**src/rtl/mlm_pkg.sv**
```systemverilog
// mlm_pkg: shared constants, opcodes and control/status structs for the
// modularity local-move core. Used by every module in rtl/.
package mlm_pkg;

  localparam int VID_W   = 12;
  localparam int NV      = 1 << VID_W;
  localparam int WT_W    = 24;
  localparam int CW_W    = 40;
  localparam int ACC_W   = 64;
  localparam int CNT_W   = 13;
  localparam int MAX_DEG = 256;
  localparam int DEG_W   = $clog2(MAX_DEG);
  localparam int EC_W    = DEG_W + 1;
  localparam int OP_W    = 5;

  localparam logic [1:0] MODE_INIT   = 2'd0;
  localparam logic [1:0] MODE_EDGE   = 2'd1;
  localparam logic [1:0] MODE_DECIDE = 2'd2;
  localparam logic [1:0] MODE_FORCE  = 2'd3;

  localparam logic [OP_W-1:0] OP_NONE      = 5'd0;
  localparam logic [OP_W-1:0] OP_CLR       = 5'd1;
  localparam logic [OP_W-1:0] OP_LOAD      = 5'd2;
  localparam logic [OP_W-1:0] OP_INIT_M1   = 5'd3;
  localparam logic [OP_W-1:0] OP_INIT_M2   = 5'd4;
  localparam logic [OP_W-1:0] OP_INIT_FIN  = 5'd5;
  localparam logic [OP_W-1:0] OP_EDGE_R1   = 5'd6;
  localparam logic [OP_W-1:0] OP_EDGE_R2   = 5'd7;
  localparam logic [OP_W-1:0] OP_EDGE_FIN  = 5'd8;
  localparam logic [OP_W-1:0] OP_EDGE_FULL = 5'd9;
  localparam logic [OP_W-1:0] OP_MV_R1     = 5'd10;
  localparam logic [OP_W-1:0] OP_MV_R2     = 5'd11;
  localparam logic [OP_W-1:0] OP_MV_OWN    = 5'd12;
  localparam logic [OP_W-1:0] OP_WALK_RD   = 5'd13;
  localparam logic [OP_W-1:0] OP_WALK_CL   = 5'd14;
  localparam logic [OP_W-1:0] OP_WALK_CHK  = 5'd15;
  localparam logic [OP_W-1:0] OP_F_RD      = 5'd16;
  localparam logic [OP_W-1:0] OP_F_LD      = 5'd17;
  localparam logic [OP_W-1:0] OP_G_M1      = 5'd18;
  localparam logic [OP_W-1:0] OP_G_M2      = 5'd19;
  localparam logic [OP_W-1:0] OP_G_CMP     = 5'd20;
  localparam logic [OP_W-1:0] OP_AP_R      = 5'd21;
  localparam logic [OP_W-1:0] OP_AP_1      = 5'd22;
  localparam logic [OP_W-1:0] OP_AP_2      = 5'd23;
  localparam logic [OP_W-1:0] OP_FC_RD     = 5'd24;
  localparam logic [OP_W-1:0] OP_FC_WR     = 5'd25;
  localparam logic [OP_W-1:0] OP_FIN       = 5'd26;
  localparam logic [OP_W-1:0] OP_RESULT    = 5'd27;

  typedef struct packed {
    logic [OP_W-1:0] op;
  } dp_cmd_t;

  typedef struct packed {
    logic [1:0] mode;
    logic       edge_full;
    logic       walk_end;
    logic       tin_zero;
    logic       same_cluster;
    logic       found;
    logic       mul_done;
    logic       clr_done;
  } dp_stat_t;

endpackage

```
**src/rtl/mlm_ctrl.sv**
```systemverilog
// mlm_ctrl: sequencing state machine for the local-move core; issues
// datapath opcodes and owns the input and output handshakes. Depends on mlm_pkg.
module mlm_ctrl (
  input  logic               clk,
  input  logic               rst,
  input  logic               in_valid,
  output logic               in_stall,
  output logic               out_valid,
  input  logic               out_stall,
  output mlm_pkg::dp_cmd_t   cmd,
  input  mlm_pkg::dp_stat_t  st
);
  import mlm_pkg::*;

  localparam logic [4:0] S_CLEAR     = 5'd0;
  localparam logic [4:0] S_IDLE      = 5'd1;
  localparam logic [4:0] S_DISPATCH  = 5'd2;
  localparam logic [4:0] S_INIT_M1   = 5'd3;
  localparam logic [4:0] S_INIT_W1   = 5'd4;
  localparam logic [4:0] S_INIT_M2   = 5'd5;
  localparam logic [4:0] S_INIT_W2   = 5'd6;
  localparam logic [4:0] S_INIT_FIN  = 5'd7;
  localparam logic [4:0] S_EDGE_FULL = 5'd8;
  localparam logic [4:0] S_EDGE_R1   = 5'd9;
  localparam logic [4:0] S_EDGE_R2   = 5'd10;
  localparam logic [4:0] S_EDGE_FIN  = 5'd11;
  localparam logic [4:0] S_MV_R1     = 5'd12;
  localparam logic [4:0] S_MV_R2     = 5'd13;
  localparam logic [4:0] S_MV_OWN    = 5'd14;
  localparam logic [4:0] S_WALK_RD   = 5'd15;
  localparam logic [4:0] S_WALK_CL   = 5'd16;
  localparam logic [4:0] S_WALK_CHK  = 5'd17;
  localparam logic [4:0] S_F_RD      = 5'd18;
  localparam logic [4:0] S_F_LD      = 5'd19;
  localparam logic [4:0] S_G_M1      = 5'd20;
  localparam logic [4:0] S_G_W1      = 5'd21;
  localparam logic [4:0] S_G_M2      = 5'd22;
  localparam logic [4:0] S_G_W2      = 5'd23;
  localparam logic [4:0] S_G_CMP     = 5'd24;
  localparam logic [4:0] S_AP_R      = 5'd25;
  localparam logic [4:0] S_AP_1      = 5'd26;
  localparam logic [4:0] S_AP_2      = 5'd27;
  localparam logic [4:0] S_FC_RD     = 5'd28;
  localparam logic [4:0] S_FC_WR     = 5'd29;
  localparam logic [4:0] S_FIN       = 5'd30;
  localparam logic [4:0] S_DONE      = 5'd31;

  logic [4:0] state, state_next;
  logic       out_free;
  logic       decide;

  assign in_stall = (state != S_IDLE);
  assign out_free = !out_valid || !out_stall;
  assign decide   = (st.mode == MODE_DECIDE);

  always_comb begin
    state_next = state;
    cmd.op     = OP_NONE;
    case (state)
      S_CLEAR: begin
        cmd.op = OP_CLR;
        if (st.clr_done) state_next = S_IDLE;
      end
      S_IDLE: begin
        if (in_valid) begin
          cmd.op     = OP_LOAD;
          state_next = S_DISPATCH;
        end
      end
      S_DISPATCH: begin
        case (st.mode)
          MODE_INIT: state_next = S_INIT_M1;
          MODE_EDGE: state_next = st.edge_full ? S_EDGE_FULL : S_EDGE_R1;
          default:   state_next = S_MV_R1;
        endcase
      end
      S_INIT_M1: begin
        cmd.op     = OP_INIT_M1;
        state_next = S_INIT_W1;
      end
      S_INIT_W1: if (st.mul_done) state_next = S_INIT_M2;
      S_INIT_M2: begin
        cmd.op     = OP_INIT_M2;
        state_next = S_INIT_W2;
      end
      S_INIT_W2: if (st.mul_done) state_next = S_INIT_FIN;
      S_INIT_FIN: begin
        cmd.op     = OP_INIT_FIN;
        state_next = S_DONE;
      end
      S_EDGE_FULL: begin
        cmd.op     = OP_EDGE_FULL;
        state_next = S_DONE;
      end
      S_EDGE_R1: begin
        cmd.op     = OP_EDGE_R1;
        state_next = S_EDGE_R2;
      end
      S_EDGE_R2: begin
        cmd.op     = OP_EDGE_R2;
        state_next = S_EDGE_FIN;
      end
      S_EDGE_FIN: begin
        cmd.op     = OP_EDGE_FIN;
        state_next = S_DONE;
      end
      S_MV_R1: begin
        cmd.op     = OP_MV_R1;
        state_next = S_MV_R2;
      end
      S_MV_R2: begin
        cmd.op     = OP_MV_R2;
        state_next = S_MV_OWN;
      end
      S_MV_OWN: begin
        cmd.op = OP_MV_OWN;
        if (decide) state_next = S_WALK_RD;
        else if (st.same_cluster) state_next = S_FC_RD;
        else state_next = S_F_RD;
      end
      S_WALK_RD: begin
        if (st.walk_end) begin
          state_next = st.found ? S_AP_R : S_FIN;
        end else begin
          cmd.op     = OP_WALK_RD;
          state_next = S_WALK_CL;
        end
      end
      S_WALK_CL: begin
        cmd.op     = OP_WALK_CL;
        state_next = S_WALK_CHK;
      end
      S_WALK_CHK: begin
        // zero tally means cluster already visited or never tallied
        cmd.op     = OP_WALK_CHK;
        state_next = st.tin_zero ? S_WALK_RD : S_G_M1;
      end
      S_F_RD: begin
        cmd.op     = OP_F_RD;
        state_next = S_F_LD;
      end
      S_F_LD: begin
        cmd.op     = OP_F_LD;
        state_next = S_G_M1;
      end
      S_G_M1: begin
        cmd.op     = OP_G_M1;
        state_next = S_G_W1;
      end
      S_G_W1: if (st.mul_done) state_next = S_G_M2;
      S_G_M2: begin
        cmd.op     = OP_G_M2;
        state_next = S_G_W2;
      end
      S_G_W2: if (st.mul_done) state_next = S_G_CMP;
      S_G_CMP: begin
        cmd.op     = OP_G_CMP;
        state_next = decide ? S_WALK_RD : S_AP_R;
      end
      S_AP_R: begin
        cmd.op     = OP_AP_R;
        state_next = S_AP_1;
      end
      S_AP_1: begin
        cmd.op     = OP_AP_1;
        state_next = S_AP_2;
      end
      S_AP_2: begin
        cmd.op     = OP_AP_2;
        state_next = decide ? S_FIN : S_FC_RD;
      end
      S_FC_RD: begin
        if (st.walk_end) begin
          state_next = S_FIN;
        end else begin
          cmd.op     = OP_FC_RD;
          state_next = S_FC_WR;
        end
      end
      S_FC_WR: begin
        cmd.op     = OP_FC_WR;
        state_next = S_FC_RD;
      end
      S_FIN: begin
        cmd.op     = OP_FIN;
        state_next = S_DONE;
      end
      S_DONE: begin
        if (out_free) begin
          cmd.op     = OP_RESULT;
          state_next = S_IDLE;
        end
      end
      default: state_next = S_IDLE;
    endcase
  end

  always_ff @(posedge clk) begin
    if (rst) begin
      state     <= S_CLEAR;
      out_valid <= 1'b0;
    end else begin
      state <= state_next;
      if (cmd.op == OP_RESULT) begin
        out_valid <= 1'b1;
      end else if (!out_stall) begin
        out_valid <= 1'b0;
      end
    end
  end

endmodule

```
**config.mk**
```make
export PLATFORM = sky130hd
export DESIGN_NAME = mlm_ctrl
export DESIGN_NICKNAME = d
export VERILOG_FILES = /design/src/rtl/mlm_pkg.sv /design/src/rtl/mlm_ctrl.sv
export SDC_FILE = /design/constraint.sdc
export NUM_CORES = 1
export LEC_CHECK = 0
export BUFFER_PORTS_ARGS = -buffer_cell sky130_fd_sc_hd__buf_2
export CAP_MARGIN = 10
export CORE_ASPECT_RATIO = 0.7
export CORE_MARGIN = 2
export CORE_UTILIZATION = 58
export CTS_BUF_LIST = sky130_fd_sc_hd__clkbuf_4
export DETAILED_ROUTE_END_ITERATION = 16
export HOLD_SLACK_MARGIN = 0.1
export PLACE_DENSITY = 0.81
export SETUP_SLACK_MARGIN = 0.1
export SLEW_MARGIN = 15
export SYNTH_ARGS = -nofsm -noshare
export SYNTH_HDL_FRONTEND = slang
export SYNTH_SLANG_ARGS = --single-unit
export TNS_END_PERCENT = 1
```
**constraint.sdc**
```tcl
create_clock -name clk -period 1.8 [get_ports clk]
set_input_delay 0.18 -clock clk [delete_from_list [all_inputs] [get_ports clk]]
set_output_delay 0.18 -clock clk [all_outputs]
set_load 0.1 [all_outputs]
```
==> results_dict.tcl, run 1 <==
set metrics [dict create \
    synth_compound_area_share_pct 35.5 \
    gp_congestion 0.975 \
    synth-xor-area-share_pct 2.21 \
    dpl-instance-area_um2 1470 \
    synthDominantCellAreaShare_pct 10.6 \
    root_buffer "clkbuf_4" \
    netlist-cell-type-count 55 \
    port-buffer-count 19 \
    row_count 13 \
    cts.sinks 6 \
    ys_seq_area_share_pct 10.6 \
    start_util_pct 61.1 \
    numCtsBuffers 3 \
    hold_buffers 0 \
    top_level_ports 20 \
    syn_area_um2 1130 \
    lastStage "global routing" \
    yosysTopAreaCell "dfxtp_1" \
    synth_edf_count 0 \
    synth_top_family_by_area "simple AND/OR/NAND/NOR gates" \
    synth_seq_cells 6 \
    dieWidth_um 56.8 \
    outcome "aborted with a tool error" \
    syn-instance-count 169 \
    syn-mean-instance-area_um2 6.70 \
    firstError "[ERROR DPL-0038] Utilization greater than 100%, impossible to legalize" \
    yosysWarningCount 0 \
    cts-htree-levels 1 \
    synthMuxAreaShare_pct 1.77 \
    clock_path_buffers 2 \
    synth_nets 182 \
    async_flop_share_pct 0 \
    die_y_um 41.0 \
    grt_worst_setup_endpoint "cmd[1]" \
    synthSimpleGateAreaFrac_pct 38.8 \
    synthTopCellsByCount "15 x a21oi_1, 15 x nand2_1, 14 x nor2_1" \
    synth.area.top_cells "dfxtp_1 11%, a21oi_1 6.6%, buf_2 5.3%" \
    placed_cells 210 \
    synth_fa_ha_area_share_pct 0.884 \
    dpl.hpwl_um 2770 \
    grt_start_max_net_pins 28 \
    worst-ep-kind "top-level output" \
    yosys_most_used_dff "dfxtp_1" \
]
==> stage by stage <==
stage,setup slack (ns),util (%)
after floorplan,-0.0150,-
after global placement,-0.0588,79.2
after detailed placement,-0.0566,79.2
after CTS,-0.0181,87.2
==> kinds of logic after synthesis <==
kind of cell,count (synthesis)
muxes,2
DFF,6
buffers and inverters,22
adders and majority gates,1
AOI/OAI and AO/OA,58
and+or+nand+nor,78
xor gates and xnor gates,2
==> timing repair <==
| action | CTS |
|---|---|
| gates cloned | 1 |
| endpoints found under the hold margin | 0 |
| endpoints found under the setup margin | 9 |
| gates resized for setup | 20 |
| setup buffers | 4 |
| pin swaps | 3 |
==> run 2: changes to the inputs <==
Settings changed: CORE_AREA set to 2 2 63 65, CORE_ASPECT_RATIO 0.7 to not set, CORE_MARGIN 2 to not set, CORE_UTILIZATION 58 to not set, CTS_BUF_LIST sky130_fd_sc_hd__clkbuf_4 to not set, DIE_AREA set to 0 0 65 67, HOLD_SLACK_MARGIN 0.1 to not set, PLACE_DENSITY 0.81 to not set, PLACE_DENSITY_LB_ADDON set to 0.15, SETUP_SLACK_MARGIN 0.1 to not set.
==> run 2 against run 1 <==
  * Synthesized area unchanged
  * The flow now finishes without violations
  * Synthesized cell count is the same
==> results_dict.tcl, run 2 <==
set metrics [dict create \
    largest_register "state" \
    hold_buffers 0 \
    core_region_area_um2 3610 \
    setup_violations 0 \
    grt_start_max_net_pins 17 \
    synthTopCellsByCount "15 x a21oi_1, 15 x nand2_1, 14 x nor2_1" \
    drv_cap 0 \
    final.period_utilization_pct 99.1 \
    p_per_area_nw_per_um2 846 \
    outcome "completed" \
    yosys_most_used_dff "dfxtp_1" \
    design_power_total_mw 1.44 \
    synth.area.top_cells "dfxtp_1 11%, a21oi_1 6.6%, buf_2 5.3%" \
    rsz0062_at_grt "true" \
    root_buffer "clkbuf_8" \
    yosysTopAreaCell "dfxtp_1" \
    avgViaCountPerCell 5.94 \
    synth_nets 182 \
    grt_pass1_vias 1341 \
    multi_input_area_um2 1020 \
    finalMaxSlewViolations 0 \
    antenna_found_initial 0 \
    skew_ns 0.00121 \
    clock_path_buffers 2 \
    ys_seq_area_share_pct 10.6 \
    slew_headroom_pct 66.4 \
    worst_pin_slew_ns 0.502 \
    clkSlewWorstSetupHoldPaths_ns 0.04 \
    min_path_type "primary input to register" \
    dpl.hpwl_um 2990 \
    syn-instance-count 169 \
    swShare_pct 49.9 \
    cts_tree "built" \
    drtAntennaViolNets 0 \
    nNetsFinal 214 \
    syn-mean-instance-area_um2 6.70 \
    synthDominantCellAreaShare_pct 10.6 \
    gp_congestion 0.995 \
    totalWireLength_um 4170 \
    grt_overflow 0 \
    worstSetupPathType "register to output port" \
    areaGrowthSynthToFinish_pct 50.8 \
    drive_gt1_share_pct 41.2 \
    critPathRequiredTime_ns 1.62 \
    largest_reg_flops 5 \
    synth_edf_count 0 \
    finalWorstSetupSlack_ns 0.0166 \
    yosysWarningCount 0 \
    clock_latency_ns 0.22 \
    top_level_ports 20 \
    layout_common_cells "21 x buf_4, 15 x nand2_1, 13 x a21oi_1, 13 x buf_2, 10 x nor2_1" \
    vias 1466 \
    pre_cts_ws_ns -0.142 \
    p_int_mw 0.724 \
    track_usage_pct 20.0 \
    wl_per_cell_um 16.9 \
    dieWidth_um 65 \
    top_regs "state: 5 flops, out_valid: 1 flops" \
    p_leak_nw 0.632 \
    dieArea_um2 4360 \
    route.detailed.drc 0 \
    final_common_cell "buf_4" \
    netlist-cell-type-count 55 \
    power.clock.fraction_pct 14.9 \
    port-buffer-count 19 \
    switchingPower_mw 0.721 \
    cp-start-kind "register" \
    whs_ns 0.252 \
    fmaxAchievable_mhz 561 \
    seqCellArea_um2 138 \
    fin_setup_tns_ns 0 \
    critPathArrivalTime_ns 1.60 \
    async_flop_share_pct 0 \
    sequentialPowerShare_pct 14.0 \
    synth_seq_cells 6 \
    combPwrFrac_pct 71.1 \
    start_util_pct 31.4 \
    drt-pass1-iter-count 4 \
    path_max_fanout 16 \
    fillers 383 \
    syn_area_um2 1130 \
    ir_drop_mv 0.571 \
    cts-htree-levels 1 \
    cts.sinks 6 \
    drtIter0Drc 90 \
    row_count 22 \
    hold_viol 0 \
    die_y_um 67 \
    cp-end-kind "output port" \
    diodes 0 \
    numCtsBuffers 3 \
    grt_pass1_wl_um 6820 \
    fin_crit_ns 1.78 \
    final_util_pct 47.4 \
]
## run 2: cell counts after synthesis
No cell type changed its count.
## run 2: logic make-up after synthesis
family,synth area share (%)
adders and majority gates,0.884
and+or+nand+nor,38.8
xor gates and xnor gates,2.21
buffers and inverters,10.3
DFF,10.6
AOI/OAI and AO/OA,35.5
muxes,1.77
## run 2: power by group through the flow
stage / clock network, mW / registers, mW / logic [mW]
6_report: 0.215 / 0.203 / 1.03
3_5_place_dp: 0 / 0.193 / 0.948
2_1_floorplan: 0 / 0.159 / 0.640
4_1_cts: 0.215 / 0.199 / 0.971
5_1_grt: 0.228 / 0.207 / 1.08
3_3_place_gp: 0 / 0.192 / 0.953
## run 2: worst paths after layout
kind / from / end / slack, ns / depth (start not counted)
setup / recovery: state[3]$_SDFFE_PP0P_ / cmd[1] / 0.02 / 5
hold / removal: rst / out_valid$_SDFFE_PP0P_ / 0.25 / 2
setup reg to reg: state[3]$_SDFFE_PP0P_ / state[1]$_SDFFE_PP0P_ / 0.02 / 7
hold reg to reg: out_valid$_SDFFE_PP0P_ / out_valid$_SDFFE_PP0P_ / 0.59 / 2
## run 2: critical path: stages, from the launching register on
cell and delay [ns]:
dfxtp_4 0.35, buf_12 0.15, nor2b_1 0.17, a311o_1 0.36, a21oi_4 0.15, buf_12 0.19
## run 2: through the flow
step	cells	area, um2
after floorplan	169	1190
after global placement	242	1520
after detailed placement	242	1520
after CTS	246	1630
after global routing	247	1710
final	247	1710
## run 2: layout make-up
class,instances,share of cell area [%]
multi-input combinational,141,60.0
timing repair buffer,45,25.1
sequential,6,8.06
tap,48,3.52
clock buffer,3,2.42
inverter,4,0.879
## run 2: timing repair
action                     CTS  global route
resized for setup           11            21
pin swaps                    2             2
setup endpoints to repair    9             7
cloned                       1             0
setup buffers                0             1
## run 2: per-layer routing
layer | routed length (um) | vias to the layer above | GRT usage (%)
met5 | 0 | - | 0
met4 | 93 | 0 | 7.71
met3 | 230 | 8 | 3.04
met2 | 2010 | 64 | 33.6
met1 | 1840 | 701 | 25.6
li1 | - | 693 | -
No activity file was read; power rests on OpenSTA's default activity.
